**config.mk**
```make
export PLATFORM = sky130hd
export DESIGN_NAME = ethernet_ip_header_extractor
export DESIGN_NICKNAME = d
export VERILOG_FILES = /design/src/eipx_pkg.sv /design/src/eipx_store.sv /design/src/eipx_parse.sv /design/src/eipx_out.sv /design/src/ethernet_ip_header_extractor.sv
export VERILOG_INCLUDE_DIRS = /design/src /design/src/src
export SDC_FILE = /design/constraint.sdc
export NUM_CORES = 2
export LEC_CHECK = 0
export CAP_MARGIN = 20
export CORE_AREA = 2 2 362 364
export CTS_CLUSTER_DIAMETER = 120
export CTS_CLUSTER_SIZE = 10
export DETAILED_ROUTE_END_ITERATION = 12
export DIE_AREA = 0 0 364 366
export DONT_BUFFER_PORTS = 1
export HOLD_SLACK_MARGIN = 0.15
export PLACE_DENSITY = 0.6
export SYNTH_ARGS = -nofsm -noshare
export SYNTH_HDL_FRONTEND = slang
export SYNTH_SLANG_ARGS = --single-unit
```
**constraint.sdc**
```tcl
create_clock -name clock -period 6.5 [get_ports clock]
set_clock_uncertainty 0.2 [all_clocks]
set_input_delay 0.325 -clock clock [delete_from_list [all_inputs] [get_ports clock]]
set_output_delay 0.325 -clock clock [all_outputs]
set_load 0.005 [all_outputs]
```
**src/assert_macros.svh**
```systemverilog
// Assertion helpers for the RTL files; eipx_parse includes them.
// Both macros sample on the rising edge of clock and hold off during reset.
`ifndef ASSERT_MACROS_SVH
`define ASSERT_MACROS_SVH

// Check that a property holds at every clock edge.
`define ASSERT_CLK(label, prop, msg) \
   label: assert property (@(posedge clock) disable iff (reset) (prop)) else $error(msg);

// Check that a condition never occurs.
`define ASSERT_NEVER(label, expr, msg) \
   label: assert property (@(posedge clock) disable iff (reset) !(expr)) else $error(msg);

`endif

```
**src/eipx_pkg.sv**
```systemverilog
// ----------------------------------------------------------------------------
// eipx_pkg
// Types and constants of the Ethernet/IP header extractor.
// ----------------------------------------------------------------------------
package eipx_pkg;

   typedef struct packed {
      logic [7:0] data_byte;
      logic       frame_end;
   } eipx_req_type;

   typedef struct packed {
      logic        status;
      logic [3:0]  tag;
      logic [63:0] value;
      logic        last_word;
   } eipx_rsp_type;

   // Read port of the header store.
   typedef struct packed {
      logic       en;
      logic [6:0] addr;
   } eipx_rd_type;

   // End-of-frame notice from the capture side.
   typedef struct packed {
      logic        done;
      logic [15:0] len;
   } eipx_frame_type;

   // Word handed to the output register.
   typedef struct packed {
      logic         valid;
      eipx_rsp_type word;
   } eipx_push_type;

   localparam logic STATUS_OK     = 1'b0;
   localparam logic STATUS_REJECT = 1'b1;

   localparam logic [3:0] TAG_MAC_DST  = 4'd0;
   localparam logic [3:0] TAG_MAC_SRC  = 4'd1;
   localparam logic [3:0] TAG_ETYPE    = 4'd2;
   localparam logic [3:0] TAG_IPV6     = 4'd3;
   localparam logic [3:0] TAG_PROTO    = 4'd4;
   localparam logic [3:0] TAG_SRC_HI   = 4'd5;
   localparam logic [3:0] TAG_SRC_LO   = 4'd6;
   localparam logic [3:0] TAG_DST_HI   = 4'd7;
   localparam logic [3:0] TAG_DST_LO   = 4'd8;
   localparam logic [3:0] TAG_L4       = 4'd9;
   localparam logic [3:0] TAG_SPORT    = 4'd10;
   localparam logic [3:0] TAG_DPORT    = 4'd11;
   localparam logic [3:0] TAG_TCP_FLAG = 4'd12;
   localparam logic [3:0] TAG_PAY_OFF  = 4'd13;
   localparam logic [3:0] TAG_PAY_LEN  = 4'd14;

   localparam logic [15:0] ETYPE_IPV4 = 16'h0800;
   localparam logic [15:0] ETYPE_IPV6 = 16'h86DD;

   localparam logic [7:0] PROTO_TCP  = 8'd6;
   localparam logic [7:0] PROTO_UDP  = 8'd17;
   localparam logic [7:0] PROTO_ICMP = 8'd1;

   localparam logic [7:0]  ETH_HDR_LEN  = 8'd14;
   localparam logic [15:0] IPV4_MIN_LEN = 16'd34;
   localparam logic [15:0] IPV6_MIN_LEN = 16'd54;
   localparam logic [7:0]  IPV6_PAY_OFF = 8'd54;
   localparam logic [7:0]  TCP_HDR_LEN  = 8'd20;
   localparam logic [7:0]  UDP_HDR_LEN  = 8'd8;
   localparam logic [7:0]  ICMP_HDR_LEN = 8'd4;

endpackage

```
**src/eipx_store.sv**
```systemverilog
// ----------------------------------------------------------------------------
// eipx_store
// Header byte memory and saturating frame byte counter.
// ----------------------------------------------------------------------------
module eipx_store #(
   parameter int HEADER_BYTES    = 128,
   parameter int MAX_FRAME_BYTES = 65535
) (
   input  logic                     clock,
   input  logic                     reset,
   input  logic                     accept,
   input  eipx_pkg::eipx_req_type   req_word,
   input  eipx_pkg::eipx_rd_type    rd,
   output logic [7:0]               rd_data,
   output eipx_pkg::eipx_frame_type frame
);
   import eipx_pkg::*;

   localparam int AW = $clog2(HEADER_BYTES);

   logic [7:0]  mem [HEADER_BYTES];
   logic [7:0]  rd_data_ff;
   logic [15:0] cnt_ff;
   logic [15:0] cnt_in;
   logic [15:0] cnt_inc;
   logic        wr_en;

   assign wr_en   = accept && (cnt_ff < 16'(HEADER_BYTES));
   assign cnt_inc = (cnt_ff < 16'(MAX_FRAME_BYTES)) ? cnt_ff + 16'd1 : cnt_ff;

   always_comb begin
      cnt_in = cnt_ff;
      if (accept) begin
         cnt_in = req_word.frame_end ? 16'd0 : cnt_inc;
      end
   end

   assign frame.done = accept && req_word.frame_end;
   assign frame.len  = cnt_inc;
   assign rd_data    = rd_data_ff;

   always_ff @(posedge clock) begin
      if (reset) begin
         cnt_ff <= '0;
      end else begin
         cnt_ff <= cnt_in;
      end
   end

   always_ff @(posedge clock) begin
      if (wr_en) begin
         mem[cnt_ff[AW-1:0]] <= req_word.data_byte;
      end
      if (rd.en) begin
         rd_data_ff <= mem[AW'(rd.addr)];
      end
   end

endmodule

```
**src/eipx_parse.sv**
```systemverilog
// ----------------------------------------------------------------------------
// eipx_parse
// Parse sequencer: walks the descriptor steps, fetches header bytes one per
// cycle from the store and hands finished words to the output register.
// ----------------------------------------------------------------------------
module eipx_parse (
   input  logic                     clock,
   input  logic                     reset,
   input  eipx_pkg::eipx_frame_type frame,
   output eipx_pkg::eipx_rd_type    rd,
   input  logic [7:0]               rd_data,
   input  logic                     push_ready,
   output eipx_pkg::eipx_push_type  push,
   output logic                     busy
);
   import eipx_pkg::*;
   `include "assert_macros.svh"

   localparam logic [1:0] PH_IDLE  = 2'd0;
   localparam logic [1:0] PH_FETCH = 2'd1;
   localparam logic [1:0] PH_EMIT  = 2'd2;

   localparam logic [4:0] ST_ET      = 5'd0;
   localparam logic [4:0] ST_MAC_DST = 5'd1;
   localparam logic [4:0] ST_MAC_SRC = 5'd2;
   localparam logic [4:0] ST_ETYPE   = 5'd3;
   localparam logic [4:0] ST_V6      = 5'd4;
   localparam logic [4:0] ST_PROTO   = 5'd5;
   localparam logic [4:0] ST_SRC_HI  = 5'd6;
   localparam logic [4:0] ST_SRC_LO  = 5'd7;
   localparam logic [4:0] ST_DST_HI  = 5'd8;
   localparam logic [4:0] ST_DST_LO  = 5'd9;
   localparam logic [4:0] ST_IHL     = 5'd10;
   localparam logic [4:0] ST_L4      = 5'd11;
   localparam logic [4:0] ST_SPORT   = 5'd12;
   localparam logic [4:0] ST_DPORT   = 5'd13;
   localparam logic [4:0] ST_FLAGS   = 5'd14;
   localparam logic [4:0] ST_DOFF    = 5'd15;
   localparam logic [4:0] ST_POFF    = 5'd16;
   localparam logic [4:0] ST_PLEN    = 5'd17;
   localparam logic [4:0] ST_REJECT  = 5'd18;

   localparam logic [1:0] L4_NONE = 2'd0;
   localparam logic [1:0] L4_TCP  = 2'd1;
   localparam logic [1:0] L4_UDP  = 2'd2;
   localparam logic [1:0] L4_ICMP = 2'd3;

   logic [1:0]  phase_ff, phase_in;
   logic [4:0]  step_ff, step_in;
   logic        rdv_ff, rdv_in;
   logic [6:0]  addr_ff, addr_in;
   logic [3:0]  rem_ff, rem_in;
   logic [63:0] acc_ff, acc_in;
   logic [15:0] len_ff, len_in;
   logic [7:0]  off_ff, off_in;
   logic [15:0] et_ff, et_in;
   logic        v6_ff, v6_in;
   logic [7:0]  proto_ff, proto_in;
   logic [1:0]  l4_ff, l4_in;

   logic [4:0]  step_nxt;
   logic        adv;
   logic        fin;
   logic [6:0]  f_addr;
   logic [3:0]  f_cnt;
   logic [7:0]  ihl_off;
   logic [15:0] ihl_off_w;
   logic [15:0] off_w;
   logic [15:0] et_new;
   logic        ok4;
   logic        ok6;

   assign ihl_off   = ETH_HDR_LEN + {2'b00, acc_ff[3:0], 2'b00};
   assign ihl_off_w = {8'h00, ihl_off};
   assign off_w     = {8'h00, off_ff};
   assign et_new    = acc_ff[15:0];
   assign ok4       = (et_new == ETYPE_IPV4) && (len_ff >= IPV4_MIN_LEN);
   assign ok6       = (et_new == ETYPE_IPV6) && (len_ff >= IPV6_MIN_LEN);

   // step control and word build
   always_comb begin
      step_nxt   = step_ff;
      adv        = 1'b0;
      fin        = 1'b0;
      len_in     = len_ff;
      off_in     = off_ff;
      et_in      = et_ff;
      v6_in      = v6_ff;
      proto_in   = proto_ff;
      l4_in      = l4_ff;
      push       = '0;
      push.word.status = STATUS_OK;
      unique case (phase_ff)
         PH_IDLE: begin
            if (frame.done) begin
               len_in   = frame.len;
               step_nxt = ST_ET;
               adv      = 1'b1;
            end
         end
         PH_EMIT: begin
            unique case (step_ff)
               ST_ET: begin
                  adv   = 1'b1;
                  et_in = et_new;
                  v6_in = ok6;
                  step_nxt = (ok4 || ok6) ? ST_MAC_DST : ST_REJECT;
               end
               ST_REJECT: begin
                  push.valid          = push_ready;
                  push.word.status    = STATUS_REJECT;
                  push.word.tag       = TAG_MAC_DST;
                  push.word.last_word = 1'b1;
                  adv = push_ready;
                  fin = 1'b1;
               end
               ST_MAC_DST, ST_MAC_SRC, ST_SRC_HI, ST_SRC_LO, ST_DST_HI: begin
                  push.valid      = push_ready;
                  push.word.value = acc_ff;
                  unique case (step_ff)
                     ST_MAC_DST: push.word.tag = TAG_MAC_DST;
                     ST_MAC_SRC: push.word.tag = TAG_MAC_SRC;
                     ST_SRC_HI:  push.word.tag = TAG_SRC_HI;
                     ST_SRC_LO:  push.word.tag = TAG_SRC_LO;
                     default:    push.word.tag = TAG_DST_HI;
                  endcase
                  adv      = push_ready;
                  step_nxt = step_ff + 5'd1;
               end
               ST_ETYPE: begin
                  push.valid      = push_ready;
                  push.word.tag   = TAG_ETYPE;
                  push.word.value = 64'(et_ff);
                  adv      = push_ready;
                  step_nxt = ST_V6;
               end
               ST_V6: begin
                  push.valid      = push_ready;
                  push.word.tag   = TAG_IPV6;
                  push.word.value = 64'(v6_ff);
                  adv      = push_ready;
                  step_nxt = ST_PROTO;
               end
               ST_PROTO: begin
                  push.valid      = push_ready;
                  push.word.tag   = TAG_PROTO;
                  push.word.value = acc_ff;
                  adv      = push_ready;
                  proto_in = acc_ff[7:0];
                  step_nxt = ST_SRC_HI;
               end
               ST_DST_LO: begin
                  push.valid      = push_ready;
                  push.word.tag   = TAG_DST_LO;
                  push.word.value = acc_ff;
                  adv = push_ready;
                  if (v6_ff) begin
                     off_in   = IPV6_PAY_OFF;
                     step_nxt = ST_POFF;
                  end else begin
                     step_nxt = ST_IHL;
                  end
               end
               ST_IHL: begin
                  adv    = 1'b1;
                  off_in = ihl_off;
                  priority if (proto_ff == PROTO_TCP &&
                               len_ff >= ihl_off_w + 16'(TCP_HDR_LEN)) begin
                     l4_in = L4_TCP;
                  end else if (proto_ff == PROTO_UDP &&
                               len_ff >= ihl_off_w + 16'(UDP_HDR_LEN)) begin
                     l4_in = L4_UDP;
                  end else if (proto_ff == PROTO_ICMP &&
                               len_ff >= ihl_off_w + 16'(ICMP_HDR_LEN)) begin
                     l4_in = L4_ICMP;
                  end else begin
                     l4_in = L4_NONE;
                  end
                  step_nxt = (l4_in == L4_NONE) ? ST_POFF : ST_L4;
               end
               ST_L4: begin
                  push.valid    = push_ready;
                  push.word.tag = TAG_L4;
                  unique case (l4_ff)
                     L4_TCP:  push.word.value = 64'(PROTO_TCP);
                     L4_UDP:  push.word.value = 64'(PROTO_UDP);
                     default: push.word.value = 64'(PROTO_ICMP);
                  endcase
                  adv = push_ready;
                  if (l4_ff == L4_ICMP) begin
                     off_in   = off_ff + ICMP_HDR_LEN;
                     step_nxt = ST_POFF;
                  end else begin
                     step_nxt = ST_SPORT;
                  end
               end
               ST_SPORT: begin
                  push.valid      = push_ready;
                  push.word.tag   = TAG_SPORT;
                  push.word.value = acc_ff;
                  adv      = push_ready;
                  step_nxt = ST_DPORT;
               end
               ST_DPORT: begin
                  push.valid      = push_ready;
                  push.word.tag   = TAG_DPORT;
                  push.word.value = acc_ff;
                  adv = push_ready;
                  if (l4_ff == L4_TCP) begin
                     step_nxt = ST_FLAGS;
                  end else begin
                     off_in   = off_ff + UDP_HDR_LEN;
                     step_nxt = ST_POFF;
                  end
               end
               ST_FLAGS: begin
                  push.valid      = push_ready;
                  push.word.tag   = TAG_TCP_FLAG;
                  push.word.value = acc_ff;
                  adv      = push_ready;
                  step_nxt = ST_DOFF;
               end
               ST_DOFF: begin
                  // TCP data offset counts 32-bit words
                  adv      = 1'b1;
                  off_in   = off_ff + {2'b00, acc_ff[7:4], 2'b00};
                  step_nxt = ST_POFF;
               end
               ST_POFF: begin
                  push.valid      = push_ready;
                  push.word.tag   = TAG_PAY_OFF;
                  push.word.value = 64'(off_ff);
                  adv      = push_ready;
                  step_nxt = ST_PLEN;
               end
               ST_PLEN: begin
                  push.valid          = push_ready;
                  push.word.tag       = TAG_PAY_LEN;
                  push.word.value     = (len_ff > off_w) ? 64'(len_ff - off_w) : 64'd0;
                  push.word.last_word = 1'b1;
                  adv = push_ready;
                  fin = 1'b1;
               end
               default: begin
                  adv = 1'b1;
                  fin = 1'b1;
               end
            endcase
         end
         default: ;
      endcase
   end

   // byte fetch for the step being entered
   always_comb begin
      f_addr = '0;
      f_cnt  = '0;
      unique case (step_nxt)
         ST_ET:      begin f_addr = 7'd12; f_cnt = 4'd2; end
         ST_MAC_DST: begin f_addr = 7'd0;  f_cnt = 4'd6; end
         ST_MAC_SRC: begin f_addr = 7'd6;  f_cnt = 4'd6; end
         ST_PROTO:   begin f_addr = v6_ff ? 7'd20 : 7'd23; f_cnt = 4'd1; end
         ST_SRC_HI: begin
            f_addr = 7'd22;
            f_cnt  = v6_ff ? 4'd8 : 4'd0;
         end
         ST_SRC_LO:  begin f_addr = v6_ff ? 7'd30 : 7'd26; f_cnt = v6_ff ? 4'd8 : 4'd4; end
         ST_DST_HI: begin
            f_addr = 7'd38;
            f_cnt  = v6_ff ? 4'd8 : 4'd0;
         end
         ST_DST_LO:  begin f_addr = v6_ff ? 7'd46 : 7'd30; f_cnt = v6_ff ? 4'd8 : 4'd4; end
         ST_IHL:     begin f_addr = 7'd14; f_cnt = 4'd1; end
         ST_SPORT:   begin f_addr = off_ff[6:0]; f_cnt = 4'd2; end
         ST_DPORT:   begin f_addr = 7'(off_ff + 8'd2);  f_cnt = 4'd2; end
         ST_FLAGS:   begin f_addr = 7'(off_ff + 8'd13); f_cnt = 4'd1; end
         ST_DOFF:    begin f_addr = 7'(off_ff + 8'd12); f_cnt = 4'd1; end
         default: ;
      endcase
   end

   assign rd.en   = (phase_ff == PH_FETCH) && (rem_ff != 4'd0);
   assign rd.addr = addr_ff;
   assign busy    = (phase_ff != PH_IDLE);

   always_comb begin
      phase_in = phase_ff;
      step_in  = step_ff;
      addr_in  = addr_ff;
      rem_in   = rem_ff;
      acc_in   = acc_ff;
      rdv_in   = rd.en;
      if (rdv_ff) begin
         acc_in = {acc_ff[55:0], rd_data};
      end
      if (rd.en) begin
         addr_in = addr_ff + 7'd1;
         rem_in  = rem_ff - 4'd1;
      end
      if (phase_ff == PH_FETCH && rem_ff == 4'd0 && !rdv_ff) begin
         phase_in = PH_EMIT;
      end
      if (adv) begin
         step_in = step_nxt;
         addr_in = f_addr;
         rem_in  = f_cnt;
         acc_in  = '0;
         if (fin) begin
            phase_in = PH_IDLE;
         end else begin
            phase_in = (f_cnt == 4'd0) ? PH_EMIT : PH_FETCH;
         end
      end
   end

   always_ff @(posedge clock) begin
      if (reset) begin
         phase_ff <= PH_IDLE;
         step_ff  <= ST_ET;
         rdv_ff   <= 1'b0;
      end else begin
         phase_ff <= phase_in;
         step_ff  <= step_in;
         rdv_ff   <= rdv_in;
      end
   end

   always_ff @(posedge clock) begin
      addr_ff  <= addr_in;
      rem_ff   <= rem_in;
      acc_ff   <= acc_in;
      len_ff   <= len_in;
      off_ff   <= off_in;
      et_ff    <= et_in;
      v6_ff    <= v6_in;
      proto_ff <= proto_in;
      l4_ff    <= l4_in;
   end

   `ASSERT_NEVER(a_push_idle, push.valid && phase_ff == PH_IDLE, "word pushed while idle")
   `ASSERT_CLK(a_rdv_fetch, rdv_ff |-> $past(phase_ff) == PH_FETCH, "read data outside fetch")
   `ASSERT_CLK(a_last_idle, push.valid && push.word.last_word |=> phase_ff == PH_IDLE, "not idle after last word")
   `ASSERT_NEVER(a_off_range, phase_ff == PH_EMIT && step_ff == ST_PLEN && off_ff > 8'd134, "payload offset out of range")

endmodule

```
**src/eipx_out.sv**
```systemverilog
// ----------------------------------------------------------------------------
// eipx_out
// Output register between the parse sequencer and the result channel.
// ----------------------------------------------------------------------------
module eipx_out (
   input  logic                    clock,
   input  logic                    reset,
   input  eipx_pkg::eipx_push_type push,
   output logic                    push_ready,
   output logic                    rsp_valid,
   input  logic                    rsp_stall,
   output eipx_pkg::eipx_rsp_type  rsp_data
);
   import eipx_pkg::*;

   logic         valid_ff, valid_in;
   eipx_rsp_type data_ff, data_in;

   assign push_ready = !valid_ff || !rsp_stall;

   always_comb begin
      valid_in = valid_ff && rsp_stall;
      data_in  = data_ff;
      if (push.valid) begin
         valid_in = 1'b1;
         data_in  = push.word;
      end
   end

   assign rsp_valid = valid_ff;
   assign rsp_data  = data_ff;

   always_ff @(posedge clock) begin
      if (reset) begin
         valid_ff <= 1'b0;
      end else begin
         valid_ff <= valid_in;
      end
   end

   always_ff @(posedge clock) begin
      data_ff <= data_in;
   end

endmodule

```
**src/ethernet_ip_header_extractor.sv**
```systemverilog
// ----------------------------------------------------------------------------
// ethernet_ip_header_extractor
// Byte-serial Ethernet/IPv4/IPv6/TCP/UDP header parser.
// ----------------------------------------------------------------------------
// Frame bytes are taken one per cycle with no gaps needed; the first
// HEADER_BYTES bytes go into a header memory and the length is counted up to
// MAX_FRAME_BYTES. After the byte marked frame_end the input stalls while the
// parser reads the header back, one byte per cycle through the memory's
// single read port, and emits descriptor words in tag order (or one rejection
// word). The stall also stretches while the result side holds back words; the
// next frame's first byte is accepted as soon as the last word is in the
// output register.
module ethernet_ip_header_extractor #(
   parameter int HEADER_BYTES    = 128,
   parameter int MAX_FRAME_BYTES = 65535
) (
   input  logic                   clock,
   input  logic                   reset,
   input  logic                   req_valid,
   output logic                   req_stall,
   input  eipx_pkg::eipx_req_type req_data,
   output logic                   rsp_valid,
   input  logic                   rsp_stall,
   output eipx_pkg::eipx_rsp_type rsp_data
);
   import eipx_pkg::*;

   logic           accept;
   logic           busy;
   logic           push_ready;
   logic [7:0]     rd_data;
   eipx_rd_type    rd;
   eipx_frame_type frame;
   eipx_push_type  push;

   assign req_stall = busy;
   assign accept    = req_valid && !busy;

   eipx_store #(
      .HEADER_BYTES    (HEADER_BYTES),
      .MAX_FRAME_BYTES (MAX_FRAME_BYTES)
   ) u_store (
      .clock    (clock),
      .reset    (reset),
      .accept   (accept),
      .req_word (req_data),
      .rd       (rd),
      .rd_data  (rd_data),
      .frame    (frame)
   );

   eipx_parse u_parse (
      .clock      (clock),
      .reset      (reset),
      .frame      (frame),
      .rd         (rd),
      .rd_data    (rd_data),
      .push_ready (push_ready),
      .push       (push),
      .busy       (busy)
   );

   eipx_out u_out (
      .clock      (clock),
      .reset      (reset),
      .push       (push),
      .push_ready (push_ready),
      .rsp_valid  (rsp_valid),
      .rsp_stall  (rsp_stall),
      .rsp_data   (rsp_data)
   );

endmodule
```
# After elaboration in Yosys (flattened, before gate mapping)
# Memories as Yosys holds them, arrays and structs flattened. A register that Yosys moved wholly into a read port is not among the register bits.
# Cells that the tools add are included.
# totals
reg_bits	221
mem_bits_rw	1024
in_bits	13
output_inout_bits	72
wordCells	180
n_memories	1
# mem_list
name	words	word_bits	read_ports	rd_clocked_by_memory_dff	write_ports	line	text
u_store.mem	128	8	1	1	1	eipx_store.sv:21	logic [7:0] mem [HEADER_BYTES];
# classes
addsub	15
magnitude_cmp	8
eq_ne	43
n_mux	51
n_reduce_logical	44
# ops
op	count
one-hot mux 64 bit (6 select lines)	1
one-hot mux 7 bit (12 select lines)	1
equality test 5 x 4 -> 1 bit (second input constant)	15
2-to-1 mux 71 bit	1
one-hot mux 5 bit (13 select lines)	1
2-to-1 mux 64 bit	1
greater-or-equal comparator 16 bit	3
one-hot mux 4 bit (11 select lines)	1
one-hot mux 8 bit (5 select lines)	1
equality test 5 x 3 -> 1 bit (second input constant)	7
greater-or-equal comparator 16 x 6 -> 1 bit (second input constant)	2
2-to-1 mux 16 bit	2
2-to-1 mux 5 bit	6
2-to-1 mux 8 bit	3
2-to-1 mux 2 bit	10
one-hot mux 4 bit (5 select lines)	1
one-hot mux 5 bit (2 select lines)	2
OR reduction 17 bit	1
subtractor 16 x 8 -> 17 bit	1
adder 16 x 1 -> 16 bit (second input constant)	1
equality test 16 x 12 -> 1 bit (second input constant)	1
equality test 16 bit (second input constant)	1
> comparator 16 x 8 -> 1 bit	1
< comparator 16 bit (second input constant)	1
other kinds (47)	96

# Depth between registers and ports, before layout
# depth
depth_word	20
depth_mapped	20
mapped_depth_nobuf	18

# Modules after synthesis
# Synthesis repeated with hierarchy kept, for this count alone.
# unflattened
hier_cells	2817
area_unflattened_um2	51369.3
# by_module_without_submodules
module	n_inst	cells_per_inst	area_each_um2	seq_area_each_um2
eipx_store	1	1783	40812.9	31310.0
eipx_parse	1	959	8408.1	3273.1
eipx_out	1	74	2134.5	2122.0
ethernet_ip_header_extractor	1	1	13.8	0.0

# Worst setup path after synthesis
# Ideal clock, no wire load.
# synth_path
path_type	register to register
from	register u_parse.step_ff[1]
to	register u_out.data_ff (netlist bit u_out.rsp_data[0]), enable pin
setup_ps	521
t_arrival_ps	4775
required_ps	5779
path_slack_ps	1004
path_stages_with_launch	10
n_path_buf	1
synth_period_minus_slack_ps	5496
cell_sequence	dfxtp_1 > inv_1 > ha_1 > buf_2 > a21oi_1 > o21a_1 > nor2_1 > a311o_1 > nand2_1 > a21oi_1
# synth_rtl
item	line	text
start, declared	eipx_parse.sv:49	logic [4:0] step_ff, step_in;
start signal, assigned	eipx_parse.sv:323	step_ff <= step_in;
end signal, assigned	eipx_out.sv:42	data_ff <= data_in;
end, declared	eipx_out.sv:17	eipx_rsp_type data_ff, data_in;

# Worst setup path in the final report
# layout_path
from	register u_parse.acc_ff[0]
to	register u_parse.addr_ff[4], data pin
# layout_between
elab_chain_len	16
elab_cells_between_ends	39
cone_classes	4 x add/sub; 3 x order compare; 13 x eq/ne; 11 x mux; 8 x reduce/logical
# layout_lines
item	line	text
start, declared	eipx_parse.sv:53	logic [63:0] acc_ff, acc_in;
start signal, assigned	eipx_parse.sv:331	acc_ff <= acc_in;
adder 4 x 6 -> 7 bit	eipx_parse.sv:73	assign ihl_off = ETH_HDR_LEN + {2'b00, acc_ff[3:0], 2'b00};
adder 8 x 3 -> 9 bit	eipx_parse.sv:174	len_ff >= ihl_off_w + 16'(ICMP_HDR_LEN)) begin
greater-or-equal comparator 16 bit	eipx_parse.sv:174	
logical AND 1 bit	eipx_parse.sv:173	end else if (proto_ff == PROTO_ICMP &&
2-to-1 mux 2 bit	eipx_parse.sv:173	
2-to-1 mux 2 bit	eipx_parse.sv:170	end else if (proto_ff == PROTO_UDP &&
2-to-1 mux 2 bit	eipx_parse.sv:167	priority if (proto_ff == PROTO_TCP &&
2-to-1 mux 2 bit	eipx_parse.sv:102	unique case (step_ff)
2-to-1 mux 2 bit	eipx_parse.sv:93	unique case (phase_ff)
logical NOT 2 bit	eipx_parse.sv:179	step_nxt = (l4_in == L4_NONE) ? ST_POFF : ST_L4;
2-to-1 mux 5 bit	eipx_parse.sv:179	
one-hot mux 5 bit (13 select lines) *	eipx_parse.sv:102	
one-hot mux 5 bit (2 select lines) *	eipx_parse.sv:93	
equality test 5 x 4 -> 1 bit, or another cell as far along	eipx_parse.sv:258	unique case (step_nxt)
one-hot mux 7 bit (12 select lines) *	eipx_parse.sv:258	
2-to-1 mux 7 bit *	eipx_parse.sv:303	if (adv) begin
via u_parse.addr_in[4]	eipx_parse.sv:51	logic [6:0] addr_ff, addr_in;
end signal, assigned	eipx_parse.sv:329	addr_ff <= addr_in;
end, declared	eipx_parse.sv:51	
# The timed path passes the listed nets; every way through them passes the cells marked *. The select of a mux whose other input is x is not followed.
# A chain may end at the register's enable or synchronous reset.

==> summary.md <==
| Metric | Value |
|---|---|
| Clock slew at reported path FFs | `0.06 ns` |
| Total Routed Length | `roughly 120,000 µm` |
| Reported net switching power | `roughly 6.3 mW` |
| CTS Sinks | `roughly 1,300` |
| Delay-heaviest family, CP | `compound AO/OA/AOI/OAI gates` |
| CTS resizes | `0` |
| Worst Reg-to-Reg Cells | `18` |
| Die width | `about 360 µm` |
| RR Startpoint | `u_parse.acc_ff[0]` |
| Launch point of the worst hold path | `u_parse.acc_ff[61]` |
| Vias in the first global route | `~27,000` |
| YS warnings | `0` |
| Critical-path cell list | `inv_1 -> ha_1 -> xor2_1 -> inv_1 -> ha_1 -> nand2_1 -> xnor2_1 -> ha_1 -> a21oi_1 -> o2111ai_1 -> or3_1 -> o211ai_1 -> a21o_1 -> a31oi_2 -> and2_1 -> a211o_2 -> a211oi_1 -> or3_1` |
| Register area | `roughly 37,000 µm²` |
| Most area-consuming cells after synthesis | `edfxtp_1 68%, mux4_2 15%, dfxtp_1 3.5%, nor2_1 2.1%, mux2i_1 1.3%` |
| Hold path endpoint | `u_parse.acc_ff[61]` |
| Synth top area share | `0.6805` |
| Worst path max stage delay | `between 0.7 and 0.8 ns` |
| Count leader, synth | `edfxtp_1` |
| Global Route met1 Usage | `0.2445` |
| Worst reg2reg setup slack | `about 1.0 ns` |
| TritonCTS clock tree | `yes` |
| Fin Setup TNS | `0 ns` |
| Hold Crit Class | `flop to flop` |
| Hold path depth | `2` |
| Final nets | `between 2,000 and 3,000` |
| Cts bufs inserted | `143` |
| VDD IR max | `approximately 340 µV` |
| Clock root buffer | `clkbuf_16` |
| Crit. End Element | `flop` |
| Final Wtd Congestion | `0.9019` |
| GR Util met3 | `0.03283` |
| Initial core utilization | `0.3979` |
| Design Power | `21.99 mW` |
| Post-layout min period | `5.460 ns` |
| Prevailing post-synth register cell | `edfxtp_1` |
| Final Hold Viols | `0` |
| Rows | `approximately 130` |
| RSZ-0062 raised after global routing | `false` |
| R2R Path End | `u_parse.addr_ff[4]` |
| Switching Fraction | `0.2858` |
| Count of cell types in the netlist | `84` |
| Post-synth top cells | `1,163 x edfxtp_1, 336 x mux4_2, 291 x nor2_1` |
| Drt first pass iters | `8` |
| Mapped Cells | `approximately 2,800` |
| Reg power frac | `0.424` |
| Gate power share | `0.253` |
| Post-Syn Area | `~51,000 µm²` |
| GR peak layer | `met2` |
| Clock tree buffer depth | `3` |
| Post-CTS Setup Repair Bufs | `0` |
| Multi-input logic area | `between 10,000 and 15,000 µm²` |
| Most frequent CP cell | `ha_1` |
| Critical path launch point type | `flop` |
| Vias per inst | `approximately 5.7` |
| Share of flip-flops with an asynchronous set or reset | `0` |
| Req. time, crit path | `slightly below 7 ns` |
| CP max-delay cell | `a31oi_2` |
| Final Slew Violations | `0` |
| Syn Area/Cell | `~18 µm²` |
| Synth area leader | `edfxtp_1` |
| # setup viols final | `0` |
| Gr ovfl total | `0` |
| Largest net degree at the start of global routing | `129` |
| # DRC | `0` |
| Setup ws final | `about 1.0 ns` |
| EDFF count, synth | `approximately 1,200` |
| Post-route clock period utilization | `0.8400` |
| Initial antenna violation count | `1` |
| # diodes | `0` |
| PD cells | `382.0 nW/µm²` |
| Grt met2 use | `0.2958` |
| Internal power | `between 15 and 20 mW` |
| Least-Margin Pin Slew | `roughly 1.1 ns` |
| Fillcell total | `10,920` |
| Antenna Violating Nets Remaining | `0` |
| Clock share of power | `0.323` |
| Core area | `~130,000 µm²` |
| Syn_nets | `2,878` |
| Max Freq | `approximately 180 MHz` |
| Pre-CTS WS | `1.162 ns` |
| Post-synthesis sequential area ratio | `0.7152` |
| Crit Path Category | `flop to flop` |
| PortBufs | `0` |
| Post-detail-place hpwl | `approximately 72,000 µm` |
| Buf+Inv Stages, Crit Path | `2` |
| Slew HR | `0.2531` |
| # IOs | `85` |
| Die footprint | `133,200 µm²` |
| WP data arrival | `between 5 and 6 ns` |
| Leakage | `between 15 and 20 nW` |
| Worst-Skew Late Latency | `around 0.76 ns` |
| Status | `finished clean` |
| Fraction of layout cells with a size suffix above 1 | `0.2011` |
| Global-route wire length before repair | `between 150,000 and 200,000 µm` |
| Vias | `26,420` |
| WL/cell | `around 26 µm` |
| Global-route usage over all layers | `0.1793` |
| Layout area overhead | `12.18%` |
| Crit. Startpoint | `u_parse.acc_ff[0]` |
| Yosys reg bits | `about 1,300` |
| Crit-path max FO | `23` |
| Die height | `366 µm` |
| DR iter-0 viols | `about 3,200` |
| Max-cap violations | `0` |
| H-tree depth | `4` |
-- placed cells by master, fill, tap and decap left out, types with 15 or more instances in the layout --
cell type      synthesis  layout
clkbuf_16              0     145
clkbuf_1             107      33
nand3_1               37      34
mux4_2               336     336
a21oi_1              108     107
nor3_1                22      22
edfxtp_1            1163    1163
xor2_1                18      18
dlygate4sd3_1          0      15
o21ai_0               28      28
ha_1                  44      44
nor2b_1               18      18
mux2i_1               67      67
nand2_1              127     121
buf_4                  3      15
nor2_1               291     291
inv_1                 35      35
dfxtp_1               89      88
xnor2_1               23      23
-- worst max-delay path by stage --
stage                                    end  cells past startpoint
after global routing      u_parse.addr_ff[4]                     18
after detailed placement  u_parse.addr_ff[4]                     18
final                     u_parse.addr_ff[4]                     18
after CTS                 u_parse.addr_ff[4]                     18
after global placement    u_parse.addr_ff[4]                     18
after floorplan            u_out.rsp_data[0]                      9
-- state kept, by name (all words and copies together), names as in the netlist, 5 cells and up --
register	cells
u_store.mem	1024
u_out.rsp_data	70
u_parse.acc_ff	64
u_parse.et_ff	16
u_parse.len_ff	16
u_store.cnt_ff	16
u_parse.proto_ff	8
u_store.rd_data	8
u_parse.addr_ff	7
u_parse.off_ff	7
u_parse.step_ff	5
-- timing repair --
item                                   4_1_cts  5_1_grt
endpoints found under the hold margin     1125        0
hold buffers                                24        0
setup endpoints to repair                    0        0
-- routing by layer --
layer	routed length (µm)	up-vias
li1	-	11370
met1	50370	13790
met2	59860	1071
met3	7343	188
met4	2465	0
met5	0	-
-- layout make-up --
cell class,instances,area share
Clock buffer,178,0.06518
Timing Repair Buffer,47,0.01165
Multi-Input combinational cell,1365,0.2409
Inverter,38,0.002478
Clock inverter,14,0.004347
Sequential cell,1252,0.6376
Tap cell,1742,0.03786
-- tightest hold or removal path, delay by kind of cell, from the launching register on --
family           cells  cell delay (ns)
flip-flops           1             0.33
multiplexers         1             0.07
AND/OR/NAND/NOR      1             0.07
-- per-stage QoR --
stage / hold WS, ns / area (µm²) / utilization / instances
detailed placement: 0.2192 / 53150 / 0.4121 / 4419
global route: 0.2922 / 57570 / 0.4463 / 4636
floorplan: 0.2237 / 51320 / - / 2820
global placement: 0.2105 / 53140 / 0.4120 / 4418
CTS: 0.2731 / 57540 / 0.4461 / 4635
finish: 0.2975 / 57570 / 0.4463 / 4636
-- power by group through the flow --
stage	logic, mW	clock network [mW]	registers, mW
after global placement	5.49	0	9.47
after CTS	5.67	7.25	9.32
after global routing	5.90	7.55	9.34
after floorplan	3.92	0	9.28
after detailed placement	5.51	0	9.48
final	5.57	7.10	9.32
-- cells by family (layout without fill, tap and decap cells) --
family,Yosys count,after routing,synth area share
flip-flops,1252,1252,0.7152
AND/OR/NAND/NOR,590,590,0.05208
multiplexers,413,413,0.1627
AO/OA/AOI/OAI,276,276,0.03601
buffers and inverters,203,277,0.01587
adder cells (fa/ha/maj),45,45,0.01112
XOR/XNOR,41,41,0.006997
No activity file was read; power rests on OpenSTA's default activity.
